File: src/rtl/rlep_pkg.sv
// Shared types and constants for the radix literal expression parser.
package rlep_pkg;

    typedef struct packed {
        logic [7:0] character;
        logic       last;
    } rlep_in_t;

    typedef struct packed {
        logic signed [31:0] value;
        logic [2:0]         status;
    } rlep_out_t;

    localparam logic [2:0] ST_OK        = 3'd0;
    localparam logic [2:0] ST_BAD_DIGIT = 3'd1;
    localparam logic [2:0] ST_MALFORMED = 3'd2;
    localparam logic [2:0] ST_NO_OP     = 3'd3;
    localparam logic [2:0] ST_DIV_ZERO  = 3'd4;
    localparam logic [2:0] ST_TOO_LONG  = 3'd5;

    localparam logic [2:0] OP_ADD = 3'd0;
    localparam logic [2:0] OP_SUB = 3'd1;
    localparam logic [2:0] OP_AND = 3'd2;
    localparam logic [2:0] OP_OR  = 3'd3;
    localparam logic [2:0] OP_MUL = 3'd4;
    localparam logic [2:0] OP_DIV = 3'd5;

    localparam logic [1:0] RX_DEC = 2'd0;
    localparam logic [1:0] RX_HEX = 2'd1;
    localparam logic [1:0] RX_OCT = 2'd2;
    localparam logic [1:0] RX_BIN = 2'd3;

    localparam logic [2:0] PH_FIRST = 3'd0;
    localparam logic [2:0] PH_LIT   = 3'd1;
    localparam logic [2:0] PH_LEFT  = 3'd2;
    localparam logic [2:0] PH_RIGHT = 3'd3;
    localparam logic [2:0] PH_DONE  = 3'd4;

    // controller -> datapath
    typedef struct packed {
        logic load;      // take in_word's character into the parse state
        logic fin;       // it is the last: latch the final operands
        logic div_start; // load the divider
        logic div_step;  // one quotient bit
        logic mul_lo;    // first partial product pass
        logic mul_hi;    // second partial product pass
        logic res_load;  // capture result word
    } rlep_cmd_t;

    // datapath -> controller
    typedef struct packed {
        logic need_mul;
        logic need_div;
        logic div_done;
    } rlep_sts_t;

    // digit value, or 31 for a character that is no digit in any radix
    function automatic logic [4:0] digit_of(input logic [7:0] c);
        if (c >= 8'h30 && c <= 8'h39) return {1'b0, c[3:0]};
        else if ((c >= 8'h61 && c <= 8'h66) || (c >= 8'h41 && c <= 8'h46))
            return 5'(c[2:0]) + 5'd9;
        else return 5'h1F;
    endfunction

    function automatic logic [2:0] op_of(input logic [7:0] c, output logic hit);
        hit = 1'b1;
        case (c)
            8'h2B: return OP_ADD;
            8'h2D: return OP_SUB;
            8'h26: return OP_AND;
            8'h7C: return OP_OR;
            8'h2A: return OP_MUL;
            8'h2F: return OP_DIV;
            default:
            begin
                hit = 1'b0;
                return OP_ADD;
            end
        endcase
    endfunction

endpackage

File: src/rtl/rlep_ctrl.sv
// Sequencing controller for the parser: handshakes and arithmetic steps.
module rlep_ctrl
    import rlep_pkg::*;
(
    input  logic      clk,
    input  logic      rst_n,
    input  logic      in_valid,
    output logic      in_ready,
    input  logic      in_last,
    output logic      out_valid,
    input  logic      out_ready,
    output rlep_cmd_t cmd,
    input  rlep_sts_t sts
);

    localparam logic [2:0] S_IDLE = 3'd0;
    localparam logic [2:0] S_EVAL = 3'd1;
    localparam logic [2:0] S_MUL  = 3'd2;
    localparam logic [2:0] S_MUL2 = 3'd3;
    localparam logic [2:0] S_DIV  = 3'd4;
    localparam logic [2:0] S_RES  = 3'd5;

    logic [2:0] state_reg, state_next;
    logic       out_valid_reg, out_valid_next;
    logic       take;

    assign in_ready  = (state_reg == S_IDLE);
    assign out_valid = out_valid_reg;
    assign take      = in_valid && in_ready;

    always_comb
    begin
        state_next     = state_reg;
        out_valid_next = out_valid_reg && !out_ready;
        cmd            = '0;
        unique case (state_reg)
            S_IDLE:
            begin
                cmd.load = take;
                cmd.fin  = take && in_last;
                if (take && in_last)
                    state_next = S_EVAL;
            end
            S_EVAL:
            begin
                if (sts.need_mul)
                    state_next = S_MUL;
                else if (sts.need_div)
                begin
                    cmd.div_start = 1'b1;
                    state_next    = S_DIV;
                end
                else
                    state_next = S_RES;
            end
            S_MUL:
            begin
                cmd.mul_lo = 1'b1;
                state_next = S_MUL2;
            end
            S_MUL2:
            begin
                cmd.mul_hi = 1'b1;
                state_next = S_RES;
            end
            S_DIV:
            begin
                cmd.div_step = 1'b1;
                if (sts.div_done)
                    state_next = S_RES;
            end
            S_RES:
            begin
                if (!out_valid_reg || out_ready)
                begin
                    cmd.res_load   = 1'b1;
                    out_valid_next = 1'b1;
                    state_next     = S_IDLE;
                end
            end
            default: state_next = S_IDLE;
        endcase
    end

    always_ff @(posedge clk or negedge rst_n)
    begin
        if (!rst_n)
        begin
            state_reg     <= S_IDLE;
            out_valid_reg <= 1'b0;
        end
        else
        begin
            state_reg     <= state_next;
            out_valid_reg <= out_valid_next;
        end
    end

`ifndef SYNTH
    a_no_take_busy: assert property (@(posedge clk) disable iff (!rst_n)
        state_reg != S_IDLE |-> !in_ready)
        else $error("input taken while evaluating");
    a_res_only_free: assert property (@(posedge clk) disable iff (!rst_n)
        cmd.res_load |-> (!out_valid_reg || out_ready))
        else $error("result overwrote a waiting word");
    a_fin_to_eval: assert property (@(posedge clk) disable iff (!rst_n)
        cmd.fin |=> state_reg == S_EVAL)
        else $error("last word did not start evaluation");
`endif

endmodule

File: src/rtl/rlep_dp.sv
// Parse state, digit accumulation and final arithmetic for the parser.
module rlep_dp
    import rlep_pkg::*;
#(
    parameter int OPERAND_MAX = 40
)
(
    input  logic      clk,
    input  logic      rst_n,
    input  rlep_in_t  in_word,
    input  rlep_cmd_t cmd,
    output rlep_sts_t sts,
    output rlep_out_t out_word
);

    // parse state
    logic        expr_reg;
    logic [2:0]  phase_reg;
    logic [1:0]  radix_reg;
    logic [31:0] acc_reg;
    logic [31:0] left_reg;
    logic [2:0]  opc_reg;
    logic [7:0]  len_reg;
    logic [2:0]  err_reg;
    logic        close_reg;
    logic        lz_reg, pre_reg, bad_reg, long_reg, rop_reg, rest_reg;

    logic        expr_next;
    logic [2:0]  phase_next;
    logic [1:0]  radix_next;
    logic [31:0] acc_next;
    logic [31:0] left_next;
    logic [2:0]  opc_next;
    logic [7:0]  len_next;
    logic [2:0]  err_next;
    logic        close_next;
    logic        lz_next, pre_next, bad_next, long_next, rop_next, rest_next;

    // evaluation operands
    logic [31:0] a_reg, b_reg, res_reg;
    logic [2:0]  st_reg, st_fin;
    logic [31:0] b_fin, a_fin;
    logic        mode_div_reg, mode_mul_reg;
    logic [31:0] rem_reg, quo_reg, ma_reg;
    logic        neg_reg;
    logic [4:0]  dcnt_reg;
    logic [31:0] mlo_reg;
    logic [31:0] mhi;

    logic [7:0]  c;
    logic        is_op;
    logic [2:0]  opv;
    logic [4:0]  dig;

    assign c = in_word.character;

    function automatic logic [31:0] mulb(input logic [31:0] a, input logic [1:0] rx);
        case (rx)
            RX_HEX:  return {a[27:0], 4'b0};
            RX_OCT:  return {a[28:0], 3'b0};
            RX_BIN:  return {a[30:0], 1'b0};
            default: return {a[28:0], 3'b0} + {a[30:0], 1'b0};
        endcase
    endfunction

    function automatic logic [4:0] base_of(input logic [1:0] rx);
        case (rx)
            RX_HEX:  return 5'd16;
            RX_OCT:  return 5'd8;
            RX_BIN:  return 5'd2;
            default: return 5'd10;
        endcase
    endfunction

    // literal status and value from a given literal state
    function automatic logic [34:0] lit_fin(input logic bad, input logic [7:0] len,
        input logic lz, input logic pre, input logic [1:0] rx, input logic [31:0] acc);
        if (bad || len == 8'd0) return {ST_BAD_DIGIT, 32'd0};
        if (lz && len == 8'd1) return {ST_OK, 32'd0};
        if (pre && len == 8'd2 && rx != RX_BIN) return {ST_BAD_DIGIT, 32'd0};
        return {ST_OK, acc};
    endfunction

    always_comb
    begin
        logic [31:0] lv;
        logic [2:0]  ls;
        logic        feed;
        logic        cnt;
        logic        put;
        logic [1:0]  rx;
        logic [3:0]  d;
        expr_next  = expr_reg;
        phase_next = phase_reg;
        radix_next = radix_reg;
        acc_next   = acc_reg;
        left_next  = left_reg;
        opc_next   = opc_reg;
        len_next   = len_reg;
        err_next   = err_reg;
        close_next = close_reg;
        lz_next    = lz_reg;
        pre_next   = pre_reg;
        bad_next   = bad_reg;
        long_next  = long_reg;
        rop_next   = rop_reg;
        rest_next  = rest_reg;
        opv        = op_of(c, is_op);
        dig        = digit_of(c);
        feed = 1'b0;
        cnt  = 1'b0;
        put  = 1'b0;
        rx   = radix_reg;
        d    = dig[3:0];
        {ls, lv} = lit_fin(bad_reg, len_reg, lz_reg, pre_reg, radix_reg, acc_reg);
        if (phase_reg == PH_FIRST)
        begin
            if (c == 8'h28)
            begin
                expr_next  = 1'b1;
                phase_next = PH_LEFT;
            end
            else
            begin
                expr_next  = 1'b0;
                phase_next = PH_LIT;
                feed       = 1'b1;
            end
        end
        else if (expr_reg)
        begin
            rest_next  = 1'b1;
            close_next = (c == 8'h29);
            if (phase_reg == PH_LEFT)
            begin
                if (is_op)
                begin
                    err_next   = ls;
                    left_next  = lv;
                    opc_next   = opv;
                    radix_next = RX_DEC;
                    acc_next   = '0;
                    len_next   = '0;
                    lz_next    = 1'b0;
                    pre_next   = 1'b0;
                    bad_next   = 1'b0;
                    phase_next = PH_RIGHT;
                end
                else if (c != 8'h20)
                    feed = 1'b1;
            end
            else if (phase_reg == PH_RIGHT)
            begin
                if (c == 8'h29)
                    phase_next = PH_DONE;
                else if (c != 8'h20)
                begin
                    if (is_op)
                    begin
                        rop_next = 1'b1;
                        cnt      = 1'b1;
                    end
                    else
                        feed = 1'b1;
                end
            end
        end
        else
            feed = 1'b1;

        if (feed)
        begin
            if (len_reg == 8'd0)
            begin
                if (c == 8'h30) lz_next = 1'b1;
                else put = 1'b1;
            end
            else if (len_reg == 8'd1 && lz_reg)
            begin
                if (c == 8'h78 || c == 8'h58)
                begin
                    radix_next = RX_HEX;
                    pre_next   = 1'b1;
                end
                else if (c == 8'h62 || c == 8'h42)
                begin
                    radix_next = RX_BIN;
                    pre_next   = 1'b1;
                end
                else if (c == 8'h64 || c == 8'h44)
                begin
                    radix_next = RX_DEC;
                    pre_next   = 1'b1;
                end
                else
                begin
                    radix_next = RX_OCT;
                    rx         = RX_OCT;
                    put        = 1'b1;
                end
            end
            else
                put = 1'b1;
            if (put)
            begin
                if (dig >= base_of(rx))
                    bad_next = 1'b1;
                else
                    acc_next = mulb(acc_reg, rx) + {28'd0, d};
            end
            cnt = 1'b1;
        end
        if (cnt && len_reg != 8'd255)
            len_next = len_reg + 8'd1;
        if (expr_reg && phase_reg != PH_FIRST && (phase_reg == PH_LEFT || phase_reg == PH_RIGHT)
            && (feed || cnt) && len_next >= 8'(OPERAND_MAX))
            long_next = 1'b1;
    end

    // finishing status from the state after the last character
    always_comb
    begin
        logic [31:0] rv;
        logic [2:0]  rs;
        {rs, rv} = lit_fin(bad_next, len_next, lz_next, pre_next, radix_next, acc_next);
        a_fin = left_next;
        b_fin = rv;
        st_fin = ST_OK;
        if (!expr_next)
        begin
            st_fin = rs;
            a_fin  = rv;
        end
        else if (!rest_next || !close_next) st_fin = ST_MALFORMED;
        else if (phase_next == PH_LEFT) st_fin = ST_NO_OP;
        else if (long_next) st_fin = ST_TOO_LONG;
        else if (len_next == 8'd0 || rop_next) st_fin = ST_MALFORMED;
        else if (err_next != ST_OK) st_fin = err_next;
        else if (rs != ST_OK) st_fin = rs;
        else if (opc_next == OP_DIV && rv == 32'd0) st_fin = ST_DIV_ZERO;
    end

    // upper partial product, only its low half reaches the result
    assign mhi = a_reg[15:0] * b_reg[31:16];

    always_ff @(posedge clk or negedge rst_n)
    begin
        if (!rst_n)
        begin
            expr_reg  <= 1'b0;
            phase_reg <= PH_FIRST;
            radix_reg <= RX_DEC;
            acc_reg   <= '0;
            left_reg  <= '0;
            opc_reg   <= OP_ADD;
            len_reg   <= '0;
            err_reg   <= ST_OK;
            close_reg <= 1'b0;
            lz_reg    <= 1'b0;
            pre_reg   <= 1'b0;
            bad_reg   <= 1'b0;
            long_reg  <= 1'b0;
            rop_reg   <= 1'b0;
            rest_reg  <= 1'b0;
            mode_div_reg <= 1'b0;
            mode_mul_reg <= 1'b0;
        end
        else if (cmd.load)
        begin
            if (cmd.fin)
            begin
                // drop the parse state, keep operands for evaluation
                expr_reg  <= 1'b0;
                phase_reg <= PH_FIRST;
                radix_reg <= RX_DEC;
                acc_reg   <= '0;
                left_reg  <= '0;
                opc_reg   <= OP_ADD;
                len_reg   <= '0;
                err_reg   <= ST_OK;
                close_reg <= 1'b0;
                lz_reg    <= 1'b0;
                pre_reg   <= 1'b0;
                bad_reg   <= 1'b0;
                long_reg  <= 1'b0;
                rop_reg   <= 1'b0;
                rest_reg  <= 1'b0;
                mode_mul_reg <= expr_next && st_fin == ST_OK && opc_next == OP_MUL;
                mode_div_reg <= expr_next && st_fin == ST_OK && opc_next == OP_DIV;
            end
            else
            begin
                expr_reg  <= expr_next;
                phase_reg <= phase_next;
                radix_reg <= radix_next;
                acc_reg   <= acc_next;
                left_reg  <= left_next;
                opc_reg   <= opc_next;
                len_reg   <= len_next;
                err_reg   <= err_next;
                close_reg <= close_next;
                lz_reg    <= lz_next;
                pre_reg   <= pre_next;
                bad_reg   <= bad_next;
                long_reg  <= long_next;
                rop_reg   <= rop_next;
                rest_reg  <= rest_next;
            end
        end
    end

    // evaluation datapath
    always_ff @(posedge clk)
    begin
        if (cmd.fin)
        begin
            a_reg  <= a_fin;
            b_reg  <= b_fin;
            st_reg <= st_fin;
            if (st_fin != ST_OK)
                res_reg <= '0;
            else if (!expr_next)
                res_reg <= a_fin;
            else
            begin
                case (opc_next)
                    OP_ADD:  res_reg <= a_fin + b_fin;
                    OP_SUB:  res_reg <= a_fin - b_fin;
                    OP_AND:  res_reg <= a_fin & b_fin;
                    OP_OR:   res_reg <= a_fin | b_fin;
                    default: res_reg <= '0;
                endcase
            end
        end
        if (cmd.mul_lo)
            mlo_reg <= 32'(a_reg * {16'd0, b_reg[15:0]});
        if (cmd.mul_hi)
            res_reg <= mlo_reg + {mhi[15:0], 16'd0};
        if (cmd.div_start)
        begin
            ma_reg   <= a_reg[31] ? 32'd0 - a_reg : a_reg;
            b_reg    <= b_reg[31] ? 32'd0 - b_reg : b_reg;
            neg_reg  <= a_reg[31] ^ b_reg[31];
            rem_reg  <= '0;
            quo_reg  <= '0;
            dcnt_reg <= 5'd31;
        end
        if (cmd.div_step)
        begin
            logic [32:0] r2;
            logic [31:0] q2;
            r2 = {rem_reg, ma_reg[dcnt_reg]};
            q2 = quo_reg;
            if (r2 >= {1'b0, b_reg})
            begin
                r2 = r2 - {1'b0, b_reg};
                q2[dcnt_reg] = 1'b1;
            end
            rem_reg  <= r2[31:0];
            quo_reg  <= q2;
            dcnt_reg <= dcnt_reg - 5'd1;
            if (dcnt_reg == 5'd0)
                res_reg <= neg_reg ? 32'd0 - q2 : q2;
        end
        if (cmd.res_load)
        begin
            out_word.value  <= res_reg;
            out_word.status <= st_reg;
        end
    end

    assign sts.need_mul = mode_mul_reg;
    assign sts.need_div = mode_div_reg;
    assign sts.div_done = (dcnt_reg == 5'd0);

`ifndef SYNTH
    a_fin_clears: assert property (@(posedge clk) disable iff (!rst_n)
        cmd.fin |=> phase_reg == PH_FIRST && len_reg == 8'd0)
        else $error("parse state not cleared after last word");
    a_len_sat: assert property (@(posedge clk) disable iff (!rst_n)
        $past(len_reg) == 8'd255 |-> len_reg == 8'd255 || len_reg == 8'd0)
        else $error("operand length wrapped");
    a_mode_excl: assert property (@(posedge clk) disable iff (!rst_n)
        !(mode_mul_reg && mode_div_reg))
        else $error("multiply and divide both selected");
`endif

endmodule

File: src/rtl/radix_literal_expr_parser_core.sv
// Top level of the radix literal and two-operand expression parser.
// Each input word carries one character; the word with last set closes the
// argument and yields one result word (value, status) with status 0 ok,
// 1 bad digit, 2 malformed, 3 no operator, 4 divide by zero, 5 too long.
// Characters are taken one per cycle while the argument is parsed. After the
// last word the block evaluates through its EVAL and RES states for literals
// and + - & |; a multiply adds two partial product passes (32x16, then 16x16)
// and a divide a restoring divider that retires one quotient bit a cycle. The
// result sits in an output register, held until taken; the next argument is
// accepted once it has been loaded there.
module radix_literal_expr_parser_core
    import rlep_pkg::*;
#(
    parameter int OPERAND_MAX = 40
)
(
    input  logic      clk,
    input  logic      rst_n,
    input  logic      in_valid,
    output logic      in_ready,
    input  rlep_in_t  in_data,
    output logic      out_valid,
    input  logic      out_ready,
    output rlep_out_t out_data
);

    rlep_cmd_t cmd;
    rlep_sts_t sts;

    // sequence handshakes and arithmetic passes
    rlep_ctrl u_ctrl (
        .clk       (clk),
        .rst_n     (rst_n),
        .in_valid  (in_valid),
        .in_ready  (in_ready),
        .in_last   (in_data.last),
        .out_valid (out_valid),
        .out_ready (out_ready),
        .cmd       (cmd),
        .sts       (sts)
    );

    // hold parse state and operands, evaluate
    rlep_dp #(.OPERAND_MAX(OPERAND_MAX)) u_dp (
        .clk      (clk),
        .rst_n    (rst_n),
        .in_word  (in_data),
        .cmd      (cmd),
        .sts      (sts),
        .out_word (out_data)
    );

`ifndef SYNTH
    a_out_hold: assert property (@(posedge clk) disable iff (!rst_n)
        out_valid && !out_ready |=> out_valid && $stable(out_data))
        else $error("result word changed while stalled");
    a_one_result: assert property (@(posedge clk) disable iff (!rst_n)
        in_valid && in_ready && in_data.last |=> !in_ready)
        else $error("input accepted during evaluation");
    a_status_range: assert property (@(posedge clk) disable iff (!rst_n)
        out_valid |-> out_data.status <= ST_TOO_LONG)
        else $error("undefined status code");
`endif

endmodule

File: config.mk
export PLATFORM = sky130hd
export DESIGN_NAME = radix_literal_expr_parser_core
export DESIGN_NICKNAME = d
export VERILOG_FILES = /design/src/rtl/rlep_pkg.sv /design/src/rtl/rlep_ctrl.sv /design/src/rtl/rlep_dp.sv /design/src/rtl/radix_literal_expr_parser_core.sv
export SDC_FILE = /design/constraint.sdc
export NUM_CORES = 2
export LEC_CHECK = 0
export BUFFER_PORTS_ARGS = -buffer_cell sky130_fd_sc_hd__buf_2
export CORE_MARGIN = 8
export CORE_UTILIZATION = 28
export DETAILED_ROUTE_END_ITERATION = 10
export PLACE_DENSITY = 0.47
export SLEW_MARGIN = 10
export SYNTH_ARGS = -nofsm -noshare
export SYNTH_HDL_FRONTEND = slang
export SYNTH_SLANG_ARGS = --single-unit
File: constraint.sdc
create_clock -name clk -period 13.1 [get_ports clk]
set_input_delay 1.965 -clock clk [delete_from_list [all_inputs] [get_ports clk]]
set_output_delay 1.965 -clock clk [all_outputs]
set_load 0.005 [all_outputs]
==> impl_metrics.csv <==
group,metric,value,unit
global_routing,antenna_found_initial,9,
die,ios,50,
die,die_w,403,um
synth,muxShareOfSynthArea,0.798,%
timing,fin_tns_setup,0,ns
synth,mappedNetlistArea,0.0420,mm2
cells_and_area,largest_reg_flops,35,
synth,syn_area_per_cell,8.56,um2
route,dr_total_vias,35800,
synth,synth_flop_cell,"edfxtp_1",
place,gp_congestion,0.889,
route,antenna_left,0,
clock_tree,cts.repair.resized,0,
cells_and_area,final_core_util,30.8,%
critical_path,crit_arrival,11.51,ns
critical_path,slowest_delay,0.91,ns
route,drtIter0Drc,2782,
timing,slew_viol_final,0,
synth,yosysSeqAreaShare,24.2,%
clock_tree,cts_tree,"built",
synth,yosys.area.top_type_share,18.5,%
clock_tree,clk_pin_slew,0.06,ns
clock_tree,post_cts_buffers,0,
cells_and_area,nets,5449,
critical_path,critPathKind,"in -> reg",
min_path,worstHoldPathType,"reg -> reg",
cells_and_area,regMostFlops,"u_dp.out_word",
synth,synth_fa_ha_area_share,26.1,%
critical_path,cp-start-kind,"input pin",
synth,synth-async-reset-ratio,26.6,%
place,place_area,0.0444,mm2
critical_path,crit_fanout,63,
global_routing,grt_first_pass_wirelength,228,mm
outcome,status,"completed",
timing,finClkSkew,0.0356,ns
synth,synth_top_family_by_area,"adder cells",
timing,timing.fmax,91.0,MHz
critical_path,end_kind,"flop",
cells_and_area,stdcell_area,0.0461,mm2
timing,setup_viol,0,
synth,synth_compound_area_share,17.2,%
synth,synthTopCellsByArea,"fa_1, edfxtp_1, ha_1",
die,fp.dieH,403,um
route,wire_per_inst,21.8,um
synth,synth-xor-area-share,6.15,%
synth,ys_top_cells_by_count,"nand2_1, inv_1, fa_1, nor2_1, a21oi_1",
critical_path,critPathSlowestCell,"ha_1",
die,core_area,0.149,mm2
synth,yosysMostFrequentCell,"nand2_1",
timing,period_share,83.9,%
clock_tree,root_buffer,"clkbuf_16",
critical_path,critPathRequiredTime,13.62,ns
synth,synth_simple_gate_area_share,18.3,%
cells_and_area,drive_gt1_share,6.04,%
place,port_buffers,49,
synth,synth_nets,5560,
timing,tightest_slew,1.19,ns
clock_tree,clkLatencyLatePin,0.64,ns
cells_and_area,final_cells,6851,
timing,finalHoldViolCount,0,
cells_and_area,areaGrowthSynthToFinish,9.59,%
global_routing,grt_max_degree,71,
global_routing,grt_pass1_vias,35700,
route,first_pass_iters,9,
clock_tree,holdBufCountCts,0,
place,hpwl,110,mm
die,initial_core_util,28.1,%
synth,synth.distinct_cells,110,
synth,yosys_warnings,0,
global_routing,grt_util_all_layers,17.9,%
die,rows,142,
synth,synth_seq_cells,365,
clock_tree,clkSinkCount,365,
route,route.detailed.drc,0,
die,die_area,0.163,mm2
timing,slew_headroom,20.8,%
timing,rsz0062_at_grt,"false",
synth,synth_largest_area_cell,"fa_1",
route,wl,149,mm
clock_tree,cts_buffer_depth,3,
run,maxCapViolations,0,
synth,synth_edf_count,236,
clock_tree,htreeDepth,2,
place,dp.cells,6763,
global_routing,grt-ovfl-total,0,
clock_tree,numCtsBuffers,46,
timing,fin_crit,10.99,ns
synth,syn_inst,4906,
route,via_per_inst,5.22,
-- area by class of cell --
class / instances / area (um2)
Fill cell: 15800 / 103000
Multi-Input combinational cell: 3727 / 28900
Sequential cell: 365 / 10200
Tap cell: 2016 / 2520
Inverter: 519 / 1950
Clock buffer: 59 / 1270
Timing Repair Buffer: 136 / 901
Clock inverter: 27 / 373
Antenna cell: 2 / 5.00
-- worst paths after layout --
kind                       depth (start not counted)                to  slack [ns]            start
max in group asynchronous                          2  u_dp.acc_reg[28]       10.53            rst_n
max                                               38  u_dp.res_reg[30]        2.11       in_data[1]
min in group asynchronous                          1   u_dp.len_reg[5]        1.36            rst_n
min reg2reg                                        0  u_dp.out_word[2]        0.42   u_dp.st_reg[2]
max reg2reg                                       35  u_dp.res_reg[30]        2.82  u_dp.len_reg[3]
min                                                0  u_dp.out_word[2]        0.42   u_dp.st_reg[2]
-- logic make-up after synthesis --
family,after synthesis
and+or+nand+nor,1660
AOI/OAI and AO/OA,1107
buffers and inverters,814
adders and majority gates,642
DFF,365
xor gates and xnor gates,295
muxes,23
-- cells in the final DEF, fill, tap and decap left out, types with 20 or more instances in the layout --
| cell | netlist | layout |
|---|---|---|
| inv_1 | 515 | 515 |
| nand2_1 | 738 | 734 |
| xor2_1 | 68 | 68 |
| nand2b_1 | 36 | 36 |
| buf_2 | 12 | 48 |
| dfxtp_1 | 32 | 32 |
| nor2b_1 | 28 | 27 |
| o31ai_1 | 20 | 20 |
| a21oi_1 | 324 | 321 |
| o21bai_1 | 24 | 24 |
| nor4_1 | 28 | 28 |
| a21o_1 | 38 | 38 |
| o211ai_1 | 23 | 23 |
| or3_1 | 27 | 27 |
| nand3_1 | 72 | 72 |
| dfrtp_1 | 97 | 97 |
| nor2_1 | 337 | 336 |
| nor3_1 | 87 | 86 |
| and2_1 | 139 | 139 |
| nand4_1 | 24 | 24 |
| buf_4 | 1 | 88 |
| a211oi_1 | 25 | 25 |
| edfxtp_1 | 236 | 236 |
| a221oi_1 | 51 | 51 |
| a22oi_1 | 28 | 27 |
| and3_1 | 62 | 62 |
| o22ai_1 | 51 | 51 |
| ha_1 | 252 | 251 |
| fa_1 | 389 | 389 |
| xnor2_1 | 227 | 227 |
| o21ai_0 | 244 | 243 |
| clkbuf_16 | 0 | 47 |
| a222oi_1 | 22 | 22 |
| a31oi_1 | 57 | 56 |
| o21a_1 | 37 | 37 |
-- critical path: cells and delay by family --
| kind | cells | cell delay, ns |
|---|---|---|
| buf+inv | 3 | 0.30 |
| fa+ha+maj | 5 | 2.24 |
| mux | 1 | 0.14 |
| compound gates | 20 | 4.78 |
| xor+xnor | 1 | 0.17 |
| simple gates | 8 | 1.85 |
-- through the flow --
| stage | worst slack, ns | hold slack, ns |
|---|---|---|
| finish | 2.11 | 0.421 |
| global route | 1.28 | 0.433 |
| CTS | 2.26 | 0.422 |
| detailed placement | 1.64 | 0.406 |
| global placement | 1.90 | 0.407 |
| floorplan | 1.67 | 0.400 |
-- metal layers --
layer	vias up	track usage, %	share of wire [%]
li1	16500	-	-
met1	17900	25.8	46
met2	1132	28.4	45
met3	224	2.31	6.2
met4	2	4.50	2.8
met5	-	0	0.0033
Power is not shown: default switching activity piles up to over one toggle a cycle in this logic, so the estimate is an artifact.
